==> src/rtl/core/md5bsh_pkg.sv <==
package md5bsh_pkg;

  localparam int CMDQ_DEPTH = 4;
  localparam int CMDQ_AW    = $clog2(CMDQ_DEPTH);
  localparam int CMDQ_CW    = $clog2(CMDQ_DEPTH + 1);

  localparam int RESQ_DEPTH = 4;
  localparam int RESQ_AW    = $clog2(RESQ_DEPTH);
  localparam int RESQ_CW    = $clog2(RESQ_DEPTH + 1);

  localparam logic KIND_DATA = 1'b0;
  localparam logic KIND_END  = 1'b1;

  localparam logic [7:0] PAD_MARK = 8'h80;

  typedef struct packed {
    logic       is_end;
    logic [7:0] data;
  } cmd_t;

  typedef struct packed {
    logic [31:0] word;
    logic [1:0]  index;
    logic        last;
  } res_t;

  localparam logic [31:0] MD5_IV [4] = '{
    32'h67452301, 32'hefcdab89, 32'h98badcfe, 32'h10325476
  };

  localparam logic [31:0] MD5_K [64] = '{
    32'hd76aa478, 32'he8c7b756, 32'h242070db, 32'hc1bdceee,
    32'hf57c0faf, 32'h4787c62a, 32'ha8304613, 32'hfd469501,
    32'h698098d8, 32'h8b44f7af, 32'hffff5bb1, 32'h895cd7be,
    32'h6b901122, 32'hfd987193, 32'ha679438e, 32'h49b40821,
    32'hf61e2562, 32'hc040b340, 32'h265e5a51, 32'he9b6c7aa,
    32'hd62f105d, 32'h02441453, 32'hd8a1e681, 32'he7d3fbc8,
    32'h21e1cde6, 32'hc33707d6, 32'hf4d50d87, 32'h455a14ed,
    32'ha9e3e905, 32'hfcefa3f8, 32'h676f02d9, 32'h8d2a4c8a,
    32'hfffa3942, 32'h8771f681, 32'h6d9d6122, 32'hfde5380c,
    32'ha4beea44, 32'h4bdecfa9, 32'hf6bb4b60, 32'hbebfbc70,
    32'h289b7ec6, 32'heaa127fa, 32'hd4ef3085, 32'h04881d05,
    32'hd9d4d039, 32'he6db99e5, 32'h1fa27cf8, 32'hc4ac5665,
    32'hf4292244, 32'h432aff97, 32'hab9423a7, 32'hfc93a039,
    32'h655b59c3, 32'h8f0ccc92, 32'hffeff47d, 32'h85845dd1,
    32'h6fa87e4f, 32'hfe2ce6e0, 32'ha3014314, 32'h4e0811a1,
    32'hf7537e82, 32'hbd3af235, 32'h2ad7d2bb, 32'heb86d391
  };

  localparam logic [4:0] MD5_S [16] = '{
    5'd7, 5'd12, 5'd17, 5'd22, 5'd5, 5'd9, 5'd14, 5'd20,
    5'd4, 5'd11, 5'd16, 5'd23, 5'd6, 5'd10, 5'd15, 5'd21
  };

endpackage

==> src/rtl/core/md5bsh_front.sv <==
module md5bsh_front (
  input  logic             clk,
  input  logic             rst,
  input  logic             push,
  input  logic             kind,
  input  logic [7:0]       data_byte,
  output logic             full,
  output logic             cmd_valid,
  output md5bsh_pkg::cmd_t cmd,
  input  logic             cmd_pop
);
  import md5bsh_pkg::*;

  cmd_t               mem [CMDQ_DEPTH];
  logic [CMDQ_AW-1:0] wr_ptr;
  logic [CMDQ_AW-1:0] rd_ptr;
  logic [CMDQ_CW-1:0] count;
  logic               do_push;
  logic               do_pop;
  cmd_t               in_cmd;

  assign full      = (count == CMDQ_CW'(CMDQ_DEPTH));
  assign cmd_valid = (count != '0);
  assign do_push   = push && !full;
  assign do_pop    = cmd_pop && cmd_valid;
  assign cmd       = mem[rd_ptr];

  always_comb begin
    in_cmd.is_end = (kind == KIND_END);
    in_cmd.data   = data_byte;
  end

  always_ff @(posedge clk) begin
    if (do_push) begin
      mem[wr_ptr] <= in_cmd;
    end
  end

  always_ff @(posedge clk) begin
    if (rst) begin
      wr_ptr <= '0;
      rd_ptr <= '0;
      count  <= '0;
    end else begin
      if (do_push) begin
        wr_ptr <= (wr_ptr == CMDQ_AW'(CMDQ_DEPTH - 1)) ? '0 : wr_ptr + 1'b1;
      end
      if (do_pop) begin
        rd_ptr <= (rd_ptr == CMDQ_AW'(CMDQ_DEPTH - 1)) ? '0 : rd_ptr + 1'b1;
      end
      unique case ({do_push, do_pop})
        2'b10:   count <= count + 1'b1;
        2'b01:   count <= count - 1'b1;
        default: count <= count;
      endcase
    end
  end

endmodule

==> src/rtl/core/md5bsh_back.sv <==
module md5bsh_back (
  input  logic             clk,
  input  logic             rst,
  input  logic             cmd_valid,
  input  md5bsh_pkg::cmd_t cmd,
  output logic             cmd_pop,
  input  logic             res_full,
  output logic             res_push,
  output md5bsh_pkg::res_t res
);
  import md5bsh_pkg::*;

  localparam logic [2:0] S_IDLE  = 3'd0;
  localparam logic [2:0] S_PAD80 = 3'd1;
  localparam logic [2:0] S_PADZ  = 3'd2;
  localparam logic [2:0] S_LEN   = 3'd3;
  localparam logic [2:0] S_ROUND = 3'd4;
  localparam logic [2:0] S_FOLD  = 3'd5;
  localparam logic [2:0] S_EMIT  = 3'd6;

  localparam logic [1:0] RET_IDLE = 2'd0;
  localparam logic [1:0] RET_PAD  = 2'd1;
  localparam logic [1:0] RET_EMIT = 2'd2;

  logic [2:0]  state;
  logic [1:0]  ret;
  logic [31:0] chain [4];
  logic [31:0] blk [16];
  logic [5:0]  fill;
  logic [60:0] total;
  logic [5:0]  round;
  logic [1:0]  emit_idx;
  logic [31:0] a, b, c, d;

  logic [1:0]  grp;
  logic [3:0]  r4;
  logic [3:0]  g;
  logic [31:0] f;
  logic [31:0] sum;
  logic [63:0] rot64;
  logic [31:0] new_b;

  assign cmd_pop  = (state == S_IDLE) && cmd_valid;
  assign res_push = (state == S_EMIT) && !res_full;

  always_comb begin
    res.word  = chain[emit_idx];
    res.index = emit_idx;
    res.last  = (emit_idx == 2'd3);
  end

  always_comb begin
    grp = round[5:4];
    r4  = round[3:0];
    unique case (grp)
      2'd0: begin
        f = d ^ (b & (c ^ d));
        g = r4;
      end
      2'd1: begin
        f = c ^ (d & (b ^ c));
        g = r4 * 4'd5 + 4'd1;
      end
      2'd2: begin
        f = b ^ c ^ d;
        g = r4 * 4'd3 + 4'd5;
      end
      default: begin
        f = c ^ (b | ~d);
        g = r4 * 4'd7;
      end
    endcase
    sum   = a + f + MD5_K[round] + blk[g];
    rot64 = {sum, sum} << MD5_S[{grp, round[1:0]}];
    new_b = b + rot64[63:32];
  end

  always_ff @(posedge clk) begin
    if (rst) begin
      state    <= S_IDLE;
      ret      <= RET_IDLE;
      fill     <= '0;
      total    <= '0;
      round    <= '0;
      emit_idx <= '0;
      for (int i = 0; i < 4; i++) begin
        chain[i] <= MD5_IV[i];
      end
    end else begin
      unique case (state)
        S_IDLE: begin
          if (cmd_valid) begin
            if (cmd.is_end) begin
              state <= S_PAD80;
            end else begin
              blk[fill[5:2]][{fill[1:0], 3'b000} +: 8] <= cmd.data;
              fill  <= fill + 1'b1;
              total <= total + 1'b1;
              if (fill == 6'd63) begin
                a     <= chain[0];
                b     <= chain[1];
                c     <= chain[2];
                d     <= chain[3];
                round <= '0;
                ret   <= RET_IDLE;
                state <= S_ROUND;
              end
            end
          end
        end
        S_PAD80, S_PADZ: begin
          if (state == S_PADZ && fill == 6'd56) begin
            state <= S_LEN;
          end else begin
            blk[fill[5:2]][{fill[1:0], 3'b000} +: 8] <=
              (state == S_PAD80) ? PAD_MARK : 8'h00;
            fill <= fill + 1'b1;
            if (fill == 6'd63) begin
              a     <= chain[0];
              b     <= chain[1];
              c     <= chain[2];
              d     <= chain[3];
              round <= '0;
              ret   <= RET_PAD;
              state <= S_ROUND;
            end else begin
              state <= S_PADZ;
            end
          end
        end
        S_LEN: begin
          blk[14] <= {total[28:0], 3'b000};
          blk[15] <= total[60:29];
          a       <= chain[0];
          b       <= chain[1];
          c       <= chain[2];
          d       <= chain[3];
          round   <= '0;
          ret     <= RET_EMIT;
          state   <= S_ROUND;
        end
        S_ROUND: begin
          a     <= d;
          b     <= new_b;
          c     <= b;
          d     <= c;
          round <= round + 1'b1;
          if (round == 6'd63) begin
            state <= S_FOLD;
          end
        end
        S_FOLD: begin
          chain[0] <= chain[0] + a;
          chain[1] <= chain[1] + b;
          chain[2] <= chain[2] + c;
          chain[3] <= chain[3] + d;
          unique case (ret)
            RET_PAD:  state <= S_PADZ;
            RET_EMIT: state <= S_EMIT;
            default:  state <= S_IDLE;
          endcase
        end
        S_EMIT: begin
          if (!res_full) begin
            emit_idx <= emit_idx + 1'b1;
            if (emit_idx == 2'd3) begin
              for (int i = 0; i < 4; i++) begin
                chain[i] <= MD5_IV[i];
              end
              fill  <= '0;
              total <= '0;
              state <= S_IDLE;
            end
          end
        end
        default: begin
          state <= S_IDLE;
        end
      endcase
    end
  end

endmodule

==> src/rtl/core/md5bsh_outq.sv <==
module md5bsh_outq (
  input  logic             clk,
  input  logic             rst,
  input  logic             res_push,
  input  md5bsh_pkg::res_t res,
  output logic             res_full,
  input  logic             pop,
  output logic             empty,
  output md5bsh_pkg::res_t head
);
  import md5bsh_pkg::*;

  res_t               mem [RESQ_DEPTH];
  logic [RESQ_AW-1:0] wr_ptr;
  logic [RESQ_AW-1:0] rd_ptr;
  logic [RESQ_CW-1:0] count;
  logic               do_push;
  logic               do_pop;

  assign res_full = (count == RESQ_CW'(RESQ_DEPTH));
  assign empty    = (count == '0);
  assign do_push  = res_push && !res_full;
  assign do_pop   = pop && !empty;
  assign head     = mem[rd_ptr];

  always_ff @(posedge clk) begin
    if (do_push) begin
      mem[wr_ptr] <= res;
    end
  end

  always_ff @(posedge clk) begin
    if (rst) begin
      wr_ptr <= '0;
      rd_ptr <= '0;
      count  <= '0;
    end else begin
      if (do_push) begin
        wr_ptr <= (wr_ptr == RESQ_AW'(RESQ_DEPTH - 1)) ? '0 : wr_ptr + 1'b1;
      end
      if (do_pop) begin
        rd_ptr <= (rd_ptr == RESQ_AW'(RESQ_DEPTH - 1)) ? '0 : rd_ptr + 1'b1;
      end
      unique case ({do_push, do_pop})
        2'b10:   count <= count + 1'b1;
        2'b01:   count <= count - 1'b1;
        default: count <= count;
      endcase
    end
  end

endmodule

==> src/rtl/core/md5_byte_stream_hasher.sv <==
// Data beat: the back end stores the byte; every 64th byte also starts a compression
// (64 rounds at one round per cycle, then the chaining add), during which no byte is taken.
// End beat: padding, the length words, one or two compressions,
// then 4 result beats, one per cycle while the result queue has room.
// Reset (rst, synchronous, active high) empties both queues, loads the MD5 initial
// values and zeroes byte position and length; block words are not cleared.
module md5_byte_stream_hasher (
  input  logic        clk,
  input  logic        rst,
  input  logic        push,
  output logic        full,
  input  logic        kind,
  input  logic [7:0]  data_byte,
  output logic        empty,
  input  logic        pop,
  output logic [31:0] digest_word,
  output logic [1:0]  word_index,
  output logic        last_word
);
  import md5bsh_pkg::*;

  logic cmd_valid;
  logic cmd_pop;
  cmd_t cmd;
  logic res_full;
  logic res_push;
  res_t res;
  res_t head;

  md5bsh_front u_front (
    .clk       (clk),
    .rst       (rst),
    .push      (push),
    .kind      (kind),
    .data_byte (data_byte),
    .full      (full),
    .cmd_valid (cmd_valid),
    .cmd       (cmd),
    .cmd_pop   (cmd_pop)
  );

  md5bsh_back u_back (
    .clk       (clk),
    .rst       (rst),
    .cmd_valid (cmd_valid),
    .cmd       (cmd),
    .cmd_pop   (cmd_pop),
    .res_full  (res_full),
    .res_push  (res_push),
    .res       (res)
  );

  md5bsh_outq u_outq (
    .clk      (clk),
    .rst      (rst),
    .res_push (res_push),
    .res      (res),
    .res_full (res_full),
    .pop      (pop),
    .empty    (empty),
    .head     (head)
  );

  assign digest_word = head.word;
  assign word_index  = head.index;
  assign last_word   = head.last;

endmodule

==> config.mk <==
export PLATFORM = sky130hd
export DESIGN_NAME = md5_byte_stream_hasher
export DESIGN_NICKNAME = d
export VERILOG_FILES = /design/src/rtl/core/md5bsh_pkg.sv /design/src/rtl/core/md5bsh_front.sv /design/src/rtl/core/md5bsh_back.sv /design/src/rtl/core/md5bsh_outq.sv /design/src/rtl/core/md5_byte_stream_hasher.sv
export SDC_FILE = /design/constraint.sdc
export NUM_CORES = 2
export LEC_CHECK = 0
export ABC_AREA = 0
export BUFFER_PORTS_ARGS = -buffer_cell sky130_fd_sc_hd__clkbuf_2
export CAP_MARGIN = 10
export CELL_PAD_IN_SITES_DETAIL_PLACEMENT = 1
export CELL_PAD_IN_SITES_GLOBAL_PLACEMENT = 1
export CORE_MARGIN = 5
export CORE_UTILIZATION = 30
export CTS_BUF_LIST = sky130_fd_sc_hd__clkbuf_4 sky130_fd_sc_hd__clkbuf_8
export DETAILED_ROUTE_END_ITERATION = 12
export GPL_TIMING_DRIVEN = 0
export PLACE_DENSITY = 0.53
export SLEW_MARGIN = 20
export SYNTH_ARGS = -nofsm -noshare
export SYNTH_HDL_FRONTEND = slang
export SYNTH_SLANG_ARGS = --single-unit
==> constraint.sdc <==
create_clock -name clk -period 16.95 [get_ports clk]
set_input_delay 0.8475 -clock clk [delete_from_list [all_inputs] [get_ports clk]]
set_output_delay 0.8475 -clock clk [all_outputs]
set_load 0.005 [all_outputs]
==> metrics.md <==
| Metric | Value |
|---|---|
| Predominant post-synthesis flop cell | `edfxtp_1` |
| Maximum clock path buffer count | `3` |
| Clock Skew | `65.62 ps` |
| Die ar. | `208000 µm²` |
| Unique masters post-synth | `94` |
| Worst-path clk slew | `70 ps` |
| Static Leak | `24.22 nW` |
| Area Growth Syn to Fin | `13.31%` |
| Syn_nets | `5641` |
| Worst-Margin Slew | `1216 ps` |
| RSZ-0062 raised after global routing | `no` |
| Sequential share of power | `0.252` |
| Minimum clock period | `15950 ps` |
| Number of flops mapped to enable cells by yosys | `877` |
| Fin. Hold Viols | `0` |
| Filler cell count | `21.84k` |
| Initial antenna violation count | `12` |
| Net Sw Power | `5.503 mW` |
| TritonCTS clock tree | `yes` |
| Power Internal | `6.688 mW` |
| DR vias | `45.61k` |
| Placed instance count | `8028` |
| Power Dens Cells | `180.3 nW/µm²` |
| Routability Congestion | `0.9255` |
| Final HPWL DP | `185400 µm` |
| Crit path largest cell delay | `720 ps` |
| CORE AREA | `197600 µm²` |
| Seq. cell area | `29680 µm²` |
| Fin nets | `5899` |
| Hold_ws | `114.6 ps` |
| Crit path max-delay cell type | `dfxtp_1` |
| Fin. max-slew vios | `0` |
| Type of destination of the critical path | `flop` |
| Gate power share | `0.546` |
| Final setup vio count | `0` |
| Status | `finished clean` |
| Synth Cell Area | `59680 µm²` |
| Setup WS pre-CTS | `1324 ps` |
| Post-synth ARST share | `0` |
| Hold_sp | `data_byte[7]` |
| Setup ws final | `995.8 ps` |
| Start of the worst register-to-register path | `u_back.round[1]$_SDFFE_PP0P_` |
| Post-cts sizing count | `0` |
| Fmax | `62.68 MHz` |
| Root Buffer | `clkbuf_8` |
| DR vias/cell | `5.442` |
| FP Rows | `163` |
| Peak VDD IR | `0.0001300 V` |
| Gr usage total | `0.2237` |
| Placed instance area | `63710 µm²` |
| Buf/Inv on CP | `8` |
| First-pass iteration count of the detailed router | `5` |
| #FFs+latches synth | `1044` |
| Starting DRT DRC Count | `3751` |
| Worst Path Max Fanout | `17` |
| Cells after synthesis | `5321` |
| Design area | `67630 µm²` |
| Clk pwr share | `0.202` |
| Die H | `456.0 µm` |
| Max cap viols | `0` |
| Global-route wire length before repair | `341500 µm` |
| Worst-Skew Late Latency | `970 ps` |
| Count of input and output buffers | `48` |
| Critical path's top delay family | `compound AO/OA/AOI/OAI gates` |
| Fraction of layout cells with a size suffix above 1 | `0.1298` |
| Ports | `50` |
| Sw Ratio | `0.4514` |
| Slew headroom | `0.1862` |
| Crit path kind | `reg2reg` |
| CTS buffer count | `185` |
| Vias in the first global route | `47.24k` |
| H-tree levels | `4` |
| Largest net degree at the start of global routing | `24` |
| Setup_tns | `0 ps` |
| Final Cycle Share | `0.9412` |
| Footprint of the multi-input gates | `28210 µm²` |
| Remaining Overflow, GRT | `0` |
| DR WL/cell | `28.66 µm` |
| CP startpoint kind | `flop` |
| Initial core utilization | `0.3020` |
| CTS Sinks | `1044` |
| CP required | `17620 ps` |
| Ys Warns | `0` |
| Class of the worst hold path | `in2reg` |
| ANT nets after route | `0` |
| Mean Syn Cell Area | `11.22 µm²` |
| Seq/Total Area, Yosys | `0.4973` |
| Final cell count without fillers | `8380` |
| Worst setup path startpoint | `u_back.round[1]$_SDFFE_PP0P_` |
| WL final | `240200 µm` |
| Worst path arrival time | `16620 ps` |
| Chip Width | `456.0 µm` |
| # DRC | `0` |
-- stage by stage --
stage | power [mW] | utilization
final | 12.19 | 0.3422
after global routing | 12.99 | 0.3422
after CTS | 12.21 | 0.3420
after detailed placement | 9.682 | 0.3224
after global placement | 9.596 | 0.3199
after floorplan | 7.613 | -
-- final cells by class --
class / instances / area share
Sequential cell: 1044 / 0.4389
Multi-Input combinational cell: 3788 / 0.4171
Tap cell: 2640 / 0.04884
Clock buffer: 268 / 0.04760
Buffer: 277 / 0.01656
Inverter: 212 / 0.01180
Timing Repair Buffer: 71 / 0.009954
Clock inverter: 73 / 0.009047
Antenna cell: 7 / 0.0002590
-- Yosys cell counts (all sizes together) (9+ instances only) --
master,n,area [µm²]
a311oi,19,166.4
or3,41,256.5
edfxtp,877,26340
a31oi,92,575.6
mux2,56,630.6
o311ai,14,122.6
maj3,32,320.3
o31ai,18,135.1
a21oi,331,1664
nand2,695,2616
xor2,146,1279
o21ai,293,1466
a21o,81,608.1
dfxtp,167,3343
xnor2,117,1025
and3,47,294.0
a211o,10,87.58
a22o,23,201.4
o221ai,38,332.8
o21a,37,277.8
nor2,470,1772
nand3,131,655.6
a211oi,52,390.4
inv,211,792.0
nor3,75,380.4
fa,71,1421
o22ai,13,81.33
or2,9,56.30
mux2i,125,1255
nand4,22,152.7
mux4,212,4775
o211ai,27,202.7
o21bai,25,187.7
and2,27,171.4
clkbuf,208,780.8
ha,236,2953
nor2b,32,200.2
nand2b,38,245.2
buf,69,316.6
-- power groups by stage --
| stage | clock network, mW | registers, mW | logic, mW |
|---|---|---|---|
| 4_1_cts | 2.53 | 3.07 | 6.60 |
| 3_3_place_gp | 0 | 3.14 | 6.46 |
| 5_1_grt | 2.65 | 3.08 | 7.26 |
| 6_report | 2.46 | 3.07 | 6.65 |
| 2_1_floorplan | 0 | 3.09 | 4.52 |
| 3_5_place_dp | 0 | 3.13 | 6.55 |
-- state kept, by name, indices dropped and copies added, names as in the netlist, 3 cells and up, named ones only --
signal and cells:
u_back.blk 512, u_outq.mem 140, u_back.chain 128, u_back.total 61
u_front.mem 36, u_back.a 32, u_back.b 32, u_back.c 32
u_back.d 32, u_back.fill 6, u_back.round 6, u_back.state 3
u_front.count 3, u_outq.count 3
-- per-layer routing --
layer	global-route usage	routed length, µm	vias up
li1	-	-	20368
met1	0.2920	103300	23596
met2	0.3832	117200	1294
met3	0.02991	11500	347
met4	0.07537	8213	0
met5	0	0	-
-- cell families (layout without fill, tap and decap cells) --
kind of cell,count (synthesis),after routing,synth area share
and+or+nand+nor,1629,1629,0.1195
AOI/OAI and AO/OA,1163,1163,0.1223
DFF,1044,1044,0.4973
buffers and inverters,489,901,0.03172
muxes,393,393,0.1116
adders and majority gates,339,339,0.07866
xor gates and xnor gates,264,264,0.03897
other,0,7,0
-- layout by cell type (no fill, tap or decap), drive strengths merged, types with 37 or more instances in the layout --
cell	n
edfxtp	877
nand2	695
clkbuf	524
nor2	470
a21oi	331
o21ai	293
ha	236
inv	220
mux4	212
dfxtp	167
xor2	146
nand3	131
mux2i	125
xnor2	117
a31oi	92
buf	88
a21o	81
nor3	75
fa	71
clkinv	62
mux2	56
a211oi	52
and3	47
or3	41
o221ai	38
nand2b	38
o21a	37
-- path summary, 6_finish.rpt --
check / endpoint / slack (ps) / cells past startpoint
worst max-delay path: u_back.b[30]$_DFFE_PP_ / 1000 / 46
worst min-delay path: u_front.mem[2][7]$_DFFE_PP_ / 110 / 1
worst max register to register: u_back.b[30]$_DFFE_PP_ / 1000 / 46
worst min register to register: u_outq.wr_ptr[1]$_SDFFE_PP0P_ / 500 / 2
-- repair_timing --
item / in CTS / in global routing
hold buffers: 4 / 0
hold endpoints to repair: 13 / 0
setup buffers: 0 / 0
(Power assumes the default switching activity.)
